## src/rtl/u2u_pkg.sv

```systemverilog
package u2u_pkg;

    // lead byte lengths
    localparam logic [2:0] LEN_ONE   = 3'd1;
    localparam logic [2:0] LEN_TWO   = 3'd2;
    localparam logic [2:0] LEN_THREE = 3'd3;
    localparam logic [2:0] LEN_FOUR  = 3'd4;

    // continuation bytes still owed after each lead
    localparam logic [1:0] OWED_NONE  = 2'd0;
    localparam logic [1:0] OWED_ONE   = 2'd1;
    localparam logic [1:0] OWED_TWO   = 2'd2;
    localparam logic [1:0] OWED_THREE = 2'd3;

    typedef struct packed {
        logic [1:0]  owed;
        logic [15:0] partial;
        logic [2:0]  seq_len;
        logic        unsup;
    } u2u_state_t;

    typedef struct packed {
        logic        emit;
        logic [15:0] code_unit;
        logic [2:0]  byte_count;
        logic        unsupported;
        logic        last_unit;
    } u2u_result_t;

    localparam u2u_state_t STATE_RESET = '{
        owed:    OWED_NONE,
        partial: 16'h0000,
        seq_len: LEN_ONE,
        unsup:   1'b0
    };

endpackage

```

## src/rtl/u2u_step.sv

```systemverilog
module u2u_step
    import u2u_pkg::*;
(
    input  u2u_state_t  state_cur,
    input  logic [7:0]  byte_in,
    input  logic        end_of_string,
    output u2u_state_t  state_next,
    output u2u_result_t result
);

    u2u_state_t  upd;
    logic        check_done;
    logic [15:0] cont_bits;

    always_comb begin
        upd        = state_cur;
        check_done = 1'b0;
        result     = '0;
        // second-to-last byte of a 3-byte sequence lands six bits up
        cont_bits  = (state_cur.owed == OWED_TWO) ? {4'b0, byte_in[5:0], 6'b0}
                                                  : {10'b0, byte_in[5:0]};

        if (state_cur.owed == OWED_NONE) begin
            case (byte_in) inside
                8'b0???????: begin
                    result.emit        = 1'b1;
                    result.code_unit   = {8'b0, byte_in};
                    result.byte_count  = LEN_ONE;
                    result.unsupported = 1'b0;
                    result.last_unit   = end_of_string;
                end
                8'b110?????: begin
                    upd.partial = {5'b0, byte_in[4:0], 6'b0};
                    upd.owed    = OWED_ONE;
                    upd.seq_len = LEN_TWO;
                    upd.unsup   = 1'b0;
                    check_done  = 1'b1;
                end
                8'b1110????: begin
                    upd.partial = {byte_in[3:0], 12'b0};
                    upd.owed    = OWED_TWO;
                    upd.seq_len = LEN_THREE;
                    upd.unsup   = 1'b0;
                    check_done  = 1'b1;
                end
                8'b11110???: begin
                    upd.partial = 16'h0000;
                    upd.owed    = OWED_THREE;
                    upd.seq_len = LEN_FOUR;
                    upd.unsup   = 1'b1;
                    check_done  = 1'b1;
                end
                default: begin
                    // stray continuation or 11111xxx lead
                    result.emit        = 1'b1;
                    result.code_unit   = 16'h0000;
                    result.byte_count  = LEN_ONE;
                    result.unsupported = 1'b1;
                    result.last_unit   = end_of_string;
                end
            endcase
        end else begin
            if (!state_cur.unsup) begin
                upd.partial = state_cur.partial | cont_bits;
            end
            upd.owed   = state_cur.owed - 2'd1;
            check_done = 1'b1;
        end

        state_next = upd;
        if (check_done && (upd.owed == OWED_NONE || end_of_string)) begin
            result.emit        = 1'b1;
            result.code_unit   = upd.unsup ? 16'h0000 : upd.partial;
            result.byte_count  = upd.seq_len;
            result.unsupported = upd.unsup;
            result.last_unit   = end_of_string;
            state_next         = STATE_RESET;
        end
    end

endmodule

```

## src/rtl/utf8_to_ucs2_decoder.sv

```systemverilog
// channel | direction | tdata                          | tuser        | tlast
// s_      | in        | byte_in[7:0]                   | -            | end_of_string
// m_      | out       | code_unit[15:0], byte_count    | unsupported  | last_unit
//
// one byte word is taken per clock while s_tready is high; the decode is one pass of logic between
// the sequence state register and the output register
// a character is registered and shows on m_ in the cycle after its final byte (or the end-of-string byte)
// aresetn is synchronous, active low; it clears the sequence state and m_tvalid
// s_tready drops only while a result sits in the output register and m_tready is low
module utf8_to_ucs2_decoder
    import u2u_pkg::*;
(
    input  logic        aclk,
    input  logic        aresetn,

    input  logic        s_tvalid,
    output logic        s_tready,
    input  logic [7:0]  s_tdata,   // [7:0] byte_in
    input  logic        s_tlast,   // end_of_string

    output logic        m_tvalid,
    input  logic        m_tready,
    output logic [23:0] m_tdata,   // [15:0] code_unit, [18:16] byte_count, [23:19] zero
    output logic [0:0]  m_tuser,   // [0] unsupported
    output logic        m_tlast    // last_unit
);

    u2u_state_t  state_reg;
    u2u_state_t  state_next;
    u2u_result_t step_res;

    logic        m_tvalid_reg;
    logic        m_tvalid_next;
    logic [15:0] code_unit_reg;
    logic [2:0]  byte_count_reg;
    logic        unsupported_reg;
    logic        last_unit_reg;
    logic        s_accept;

    // input side runs while the output register is empty or draining
    assign s_tready = !m_tvalid_reg || m_tready;
    assign s_accept = s_tvalid && s_tready;

    u2u_step u_step (
        .state_cur     (state_reg),
        .byte_in       (s_tdata),
        .end_of_string (s_tlast),
        .state_next    (state_next),
        .result        (step_res)
    );

    always_comb begin
        m_tvalid_next = m_tvalid_reg;
        if (s_tready) begin
            m_tvalid_next = s_accept && step_res.emit;
        end
    end

    always_ff @(posedge aclk) begin
        if (!aresetn) begin
            state_reg    <= STATE_RESET;
            m_tvalid_reg <= 1'b0;
        end else begin
            if (s_accept) begin
                state_reg <= state_next;
            end
            m_tvalid_reg <= m_tvalid_next;
        end
    end

    // result payload, loaded only when a character completes
    always_ff @(posedge aclk) begin
        if (s_accept && step_res.emit) begin
            code_unit_reg   <= step_res.code_unit;
            byte_count_reg  <= step_res.byte_count;
            unsupported_reg <= step_res.unsupported;
            last_unit_reg   <= step_res.last_unit;
        end
    end

    assign m_tvalid = m_tvalid_reg;
    assign m_tdata  = {5'b0, byte_count_reg, code_unit_reg};
    assign m_tuser  = unsupported_reg;
    assign m_tlast  = last_unit_reg;

    // unsupported sequences always carry a zero code unit
    a_unsup_zero: assert property (@(posedge aclk) disable iff (!aresetn)
        m_tvalid && m_tuser[0] |-> m_tdata[15:0] == 16'h0000)
        else $error("unsupported word with nonzero code unit");

    // the end-of-string byte always leaves the decoder at its reset state
    a_eos_clears: assert property (@(posedge aclk) disable iff (!aresetn)
        s_tvalid && s_tready && s_tlast |=>
            state_reg.owed == OWED_NONE && state_reg.seq_len == LEN_ONE
            && !state_reg.unsup)
        else $error("sequence state not cleared after end of string");

    // a sequence in flight always knows a multi-byte length
    a_len_owed: assert property (@(posedge aclk) disable iff (!aresetn)
        state_reg.owed != OWED_NONE |->
            state_reg.seq_len == LEN_TWO || state_reg.seq_len == LEN_THREE
            || state_reg.seq_len == LEN_FOUR)
        else $error("pending bytes with a one-byte length");

    // an end-of-string byte produces a word at once
    a_eos_emits: assert property (@(posedge aclk) disable iff (!aresetn)
        s_tvalid && s_tready && s_tlast |=> m_tvalid && m_tlast)
        else $error("end of string produced no last word");

endmodule

```

## config.mk

```make
export PLATFORM = sky130hd
export DESIGN_NAME = utf8_to_ucs2_decoder
export DESIGN_NICKNAME = d
export VERILOG_FILES = /design/src/rtl/u2u_pkg.sv /design/src/rtl/u2u_step.sv /design/src/rtl/utf8_to_ucs2_decoder.sv
export SDC_FILE = /design/constraint.sdc
export NUM_CORES = 1
export LEC_CHECK = 0
export ABC_AREA = 1
export BUFFER_PORTS_ARGS = -buffer_cell sky130_fd_sc_hd__buf_4
export CAP_MARGIN = 25
export CORE_UTILIZATION = 43
export CTS_CLUSTER_SIZE = 28
export DETAILED_ROUTE_END_ITERATION = 10
export GPL_ROUTABILITY_DRIVEN = 0
export HOLD_SLACK_MARGIN = 0.12
export PLACE_DENSITY_LB_ADDON = 0.08
export SYNTH_ARGS = -nofsm -noshare
export SYNTH_HDL_FRONTEND = slang
export SYNTH_SLANG_ARGS = --single-unit
```

## constraint.sdc

```tcl
create_clock -name aclk -period 2.2 [get_ports aclk]
set_input_delay 0.66 -clock aclk [delete_from_list [all_inputs] [get_ports aclk]]
set_output_delay 0.66 -clock aclk [all_outputs]
set_load 0.05 [all_outputs]
```

# Word-level counts from Yosys, hierarchy flattened
# Index checks and enable logic that the tools add are counted.
# W data, S select, Z words.
[word_totals]
reg_bits = 44
inputBits = 13
[op_classes]
eq_ne = 4
addsub = 1
reduce_logical = 8
bitwise_logic = 1
mux = 21
[ops]
columns = ["op", "n"]
rows = [
  ["$mux W22", 11],
  ["$mux W16", 2],
  ["$mux W18", 1],
  ["$or A16 B16 Y16", 1],
  ["$mux W12", 1],
  ["$eq A5 B5 Y1 const B", 1],
  ["$mux W1", 5],
  ["$eq A4 B4 Y1 const B", 1],
  ["$logic_not A2 Y1", 2],
  ["$mux W4", 1],
  ["$eq A3 B3 Y1 const B", 1],
  ["$logic_and A1 B1 Y1", 3],
  ["$eq A2 B2 Y1 const B", 1],
  ["$logic_or A1 B1 Y1", 2],
  ["$sub A2 B1 Y2 const B", 1],
  ["$logic_not A1 Y1", 1],
]

# Depth between registers and ports, before layout
[depth]
depth_word = 11
ltp_mapped = 11
ltp_nobuf = 11

# Cells and area by module
# From an unflattened synthesis, not the netlist that was laid out.
[hier_totals]
hier_cells = 383
hier_area_um2 = 2705.1
[modules_own_cells]
columns = ["mod", "n_inst", "cells_each", "area_per_inst_um2"]
rows = [
  ["utf8_to_ucs2_decoder", 1, 178, 1755.4],
  ["u2u_step", 1, 205, 949.7],
]

# Worst setup path before layout
# Ideal clock, no wire load.
[synth_timing]
path_type = "input to register"
from = "in m_tready"
to = "reg byte_count_reg[0] (enable)"
required_ns = 1.824
slack_ns = -0.049
cell_stages = 6
setup_time_ns = 0.376
path_buffers = 0
arrival_ns = 1.874
path_cell_list = "inv_1 nand2_1 nand2_1 inv_1 nand2_1 inv_1"
[synth_between]
elab_chain_len = 3
[synth_lines]
columns = ["element", "line_no", "text"]
rows = [
  ["from (decl)", "utf8_to_ucs2_decoder.sv:22", "input logic m_tready,"],
  ["$logic_or A1 B1 Y1", "utf8_to_ucs2_decoder.sv:41", "assign s_tready = !m_tvalid_reg || m_tready;"],
  ["net s_tready", "utf8_to_ucs2_decoder.sv:17", "output logic s_tready,"],
  ["$logic_and A1 B1 Y1", "utf8_to_ucs2_decoder.sv:42", "assign s_accept = s_tvalid && s_tready;"],
  ["$logic_and A1 B1 Y1", "utf8_to_ucs2_decoder.sv:73", "if (s_accept && step_res.emit) begin"],
  ["to (signal assigned)", "utf8_to_ucs2_decoder.sv:75", "byte_count_reg <= step_res.byte_count;"],
  ["to (decl)", "utf8_to_ucs2_decoder.sv:35", "logic [2:0] byte_count_reg;"],
]
# The timed path passes the listed nets, and every way through them passes these cells.
# A chain may end at the register's enable or synchronous reset.

# Final worst setup path
[layout_timing]
from = "reg state_reg[20] (netlist bit)"
to = "reg code_unit_reg[10] (enable)"
[layout_between]
elab_chain_len = 10
[layout_lines]
columns = ["element", "line_no", "text"]
rows = [
  ["from (decl)", "utf8_to_ucs2_decoder.sv:28", "u2u_state_t state_reg;"],
  ["from (signal assigned)", "utf8_to_ucs2_decoder.sv:65", "state_reg <= state_next;"],
  ["$mux W22 (4 in series)", "u2u_step.sv:24", "case (byte_in) inside"],
  ["$mux W18", "u2u_step.sv:23", "if (state_cur.owed == OWED_NONE) begin"],
  ["$logic_not A2 Y1", "u2u_step.sv:71", "if (check_done && (upd.owed == OWED_NONE || end_of_string)) begin"],
  ["$logic_or A1 B1 Y1", "u2u_step.sv:71", ""],
  ["$logic_and A1 B1 Y1", "u2u_step.sv:71", ""],
  ["$mux W22 (*)", "u2u_step.sv:71", ""],
  ["$logic_and A1 B1 Y1 (*)", "utf8_to_ucs2_decoder.sv:73", ""],
  ["to (signal assigned)", "utf8_to_ucs2_decoder.sv:74", "code_unit_reg <= step_res.code_unit;"],
  ["to (decl)", "utf8_to_ucs2_decoder.sv:34", "logic [15:0] code_unit_reg;"],
]
# Mark *: on every way between the ends. The rest lies on a longest branch, timed or not.

==> results by group <==
Global route
  • First-pass GRT wire length: 8.645 mm
  • Grt ovf: 0
  • Pin count of the biggest net entering global routing: 39
  • Initial antenna violation count: 0
  • Gr usage total: 21.21%
  • Met1 usage: 31.48%
  • GR Util met2: 30.53%
  • Vias in the first global route: 1728
  • Layer with the highest usage: met1
  • M3 GR Usage: 4.878%

Final layout
  • Layout cell share with drive strength beyond 1: 22.09%
  • Nets@finish: 356
  • Largest register FFs: 22
  • Fillers: 518
  • Antenna Cells: 0
  • Design area: 2783 sq um
  • P&R area growth vs syn: 22.81%
  • Non-filler cells in the finished layout: 414

Synth
  • Cells after Synth: 300
  • EDFF count, synth: 21
  • Yosys warns: 0
  • Predominant post-synthesis flop cell: dfxtp_1
  • Synth top area share: 27.83%
  • Netlist cell types: 26
  • Ys async rst share: 0%
  • Synth top cells by count: nand2_1 (115), a21oi_1 (40), dfxtp_1 (23)
  • Register area share after synthesis: 48.15%
  • Top-count cell post-synth: nand2_1
  • Cell area after synthesis: 2266 sq um
  • Largest cells by area after synthesis: edfxtp_1 (28%), dfxtp_1 (20%), nand2_1 (19%), a21oi_1 (8.8%), inv_1 (2.8%)
  • Yosys top cell by area: edfxtp_1
  • Synthesized area per cell: 7.553 sq um
  • #FFs+latches synth: 44

Worst setup path
  • Crit path largest cell delay: 0.47 ns
  • Family with the most delay on the worst path: flip-flops
  • WS Path Type: register to register
  • Cell depth of the worst setup path: 9
  • CP endpoint kind: register
  • CP Cell Sequence: inv_1 -> nand3_2 -> inv_2 -> a21oi_2 -> nand2_1 -> nand2_2 -> nand2_1 -> clkinvlp_4 -> buf_12
  • Worst-path fanout max: 21
  • Reg2Reg Depth: 9
  • CP required: 2.22 ns
  • Buffers & Inverters on Critical Path: 4
  • CP max-delay cell: dfxtp_1
  • Crit start category: register
  • WP data arrival: 1.85 ns
  • Reg-to-reg setup timing slack: 0.36 ns
  • Most used cell, CP: nand2_1

STA
  • Final Hold Fails: 0
  • Setup tns final: 0 ns
  • Crit path time final: 1.837 ns
  • Tcrit/Tclk final: 83.50%
  • Clk_skew: 0.005288 ns
  • WHS: 0.4640 ns
  • Fin. max-slew vios: 0
  • RSZ-0062 raised after global routing: false
  • Final setup fails: 0
  • Fmax: 544.4 MHz

Routing
  • DR vias: 1978
  • Final antenna-violating net count: 0
  • Routed vias/inst: 4.778
  • First drt pass iteration count: 4
  • DR WL/cell: 13.04 um
  • Total Wirelength: 5.400 mm
  • DRT iter0 DRCs: 136
  • DR DRC count: 0

Placement
  • DP Area: 2675 sq um
  • DP HPWL: 3.837 mm
  • Port Buf Inserts: 35
  • Placed cells: 406

Outcome
  • Status: completed

Floorplan
  • # IOs: 41
  • Initial Utilization: 44.65%
  • # rows: 26
  • Chip width: 74.59 um
  • Die Y: 74.59 um
  • Die ar.: 5564 sq um
  • Placeable core region: 5075 sq um

Pwr
  • PD cells: 674.2 nW/um^2
  • Pleak: 0.001194 uW
  • Peak VDD IR: 311.5 uV

Clock tree
  • CTS sink count: 44
  • Max Buffers Root-to-Sink: 2
  • CTS Hold Bufs: 0
  • Post-CTS Repair Setup Buffers: 0
  • H-tree levels: 2
  • Post-CTS Resized: 0
  • CTS tree: built
  • Clock latency on the worst-skew pair: 0.31 ns
  • Clock buffer count from CTS: 5
  • Clk slew on worst S/H paths: 0.08 ns
  • Clock root cell: clkbuf_8

Hold path
  • Worst min path class: register to register
  • Hold Path Cell Cnt: 2

Flow run
  • Max Cap Viol: 0
-- worst paths after layout --
path,end,start
setup / recovery,code_unit_reg[10],state_reg[20]
hold / removal,state_reg[10],state_reg[10]
setup reg to reg,code_unit_reg[10],state_reg[20]
hold reg to reg,state_reg[10],state_reg[10]
-- per-stage QoR --
stage                     utilization (%)  total power [uW]  worst slack [ns]
after detailed placement            52.71              1287           0.08557
after floorplan                         -              1171           0.03668
after CTS                           54.83              1890            0.3963
after global placement              52.71              1286            0.1423
final                               54.83              1876            0.3630
after global routing                54.83              1949            0.2545
-- worst register-to-register path: cells and delay by family, from the launching register on --
family | cells | cell delay [ns]
AOI/OAI and AO/OA | 1 | 0.16
buffers and inverters | 4 | 0.45
DFF | 1 | 0.47
and+or+nand+nor | 4 | 0.46
-- kinds of logic after synthesis --
| family | after synthesis | share of synthesized area (%) |
|---|---|---|
| AOI/OAI and AO/OA | 61 | 14.52 |
| other | 1 | 0.1655 |
| DFF | 44 | 48.15 |
| and+or+nand+nor | 154 | 28.66 |
| buffers and inverters | 40 | 8.503 |
-- placed cells by master (no fill, tap or decap), types with 5 or more instances in the layout --
cell / n
nand2_1: 115
buf_4: 47
clkbuf_8: 5
nand3_1: 11
conb_1: 5
a21oi_1: 40
edfxtp_1: 21
dfxtp_1: 23
inv_1: 16
o21ai_1: 10
inv_2: 5
nor2_1: 17
o21bai_1: 5
-- power by group --
part | leakage [uW] | total, uW | switching (uW) | internal, uW
sequential | 0.000395 | 902 | 9.79 | 893
clock | 0.0000552 | 609 | 272 | 337
combinational | 0.000743 | 365 | 258 | 107
total | 0.00119 | 1880 | 539 | 1340
-- area by class of cell --
| class | count | area [sq um] | share of cell area [%] |
|---|---|---|---|
| clock buffers | 6 | 72.57 | 2.608 |
| flip-flops and latches | 44 | 1091 | 39.21 |
| inverters | 22 | 86.33 | 3.103 |
| well taps | 70 | 87.58 | 3.147 |
| repair buffers | 50 | 412.9 | 14.84 |
| multi-input cells | 220 | 997.2 | 35.84 |
| clock inverters | 2 | 35.03 | 1.259 |
-- per-layer routing --
layer  vias to the layer above  part of all wire (%)
met5                         -                     0
met4                         0                   1.3
met3                         7                   5.1
met2                        50                    43
met1                       868                    51
li1                       1053                     -
No activity file was read; power rests on OpenSTA's default activity.
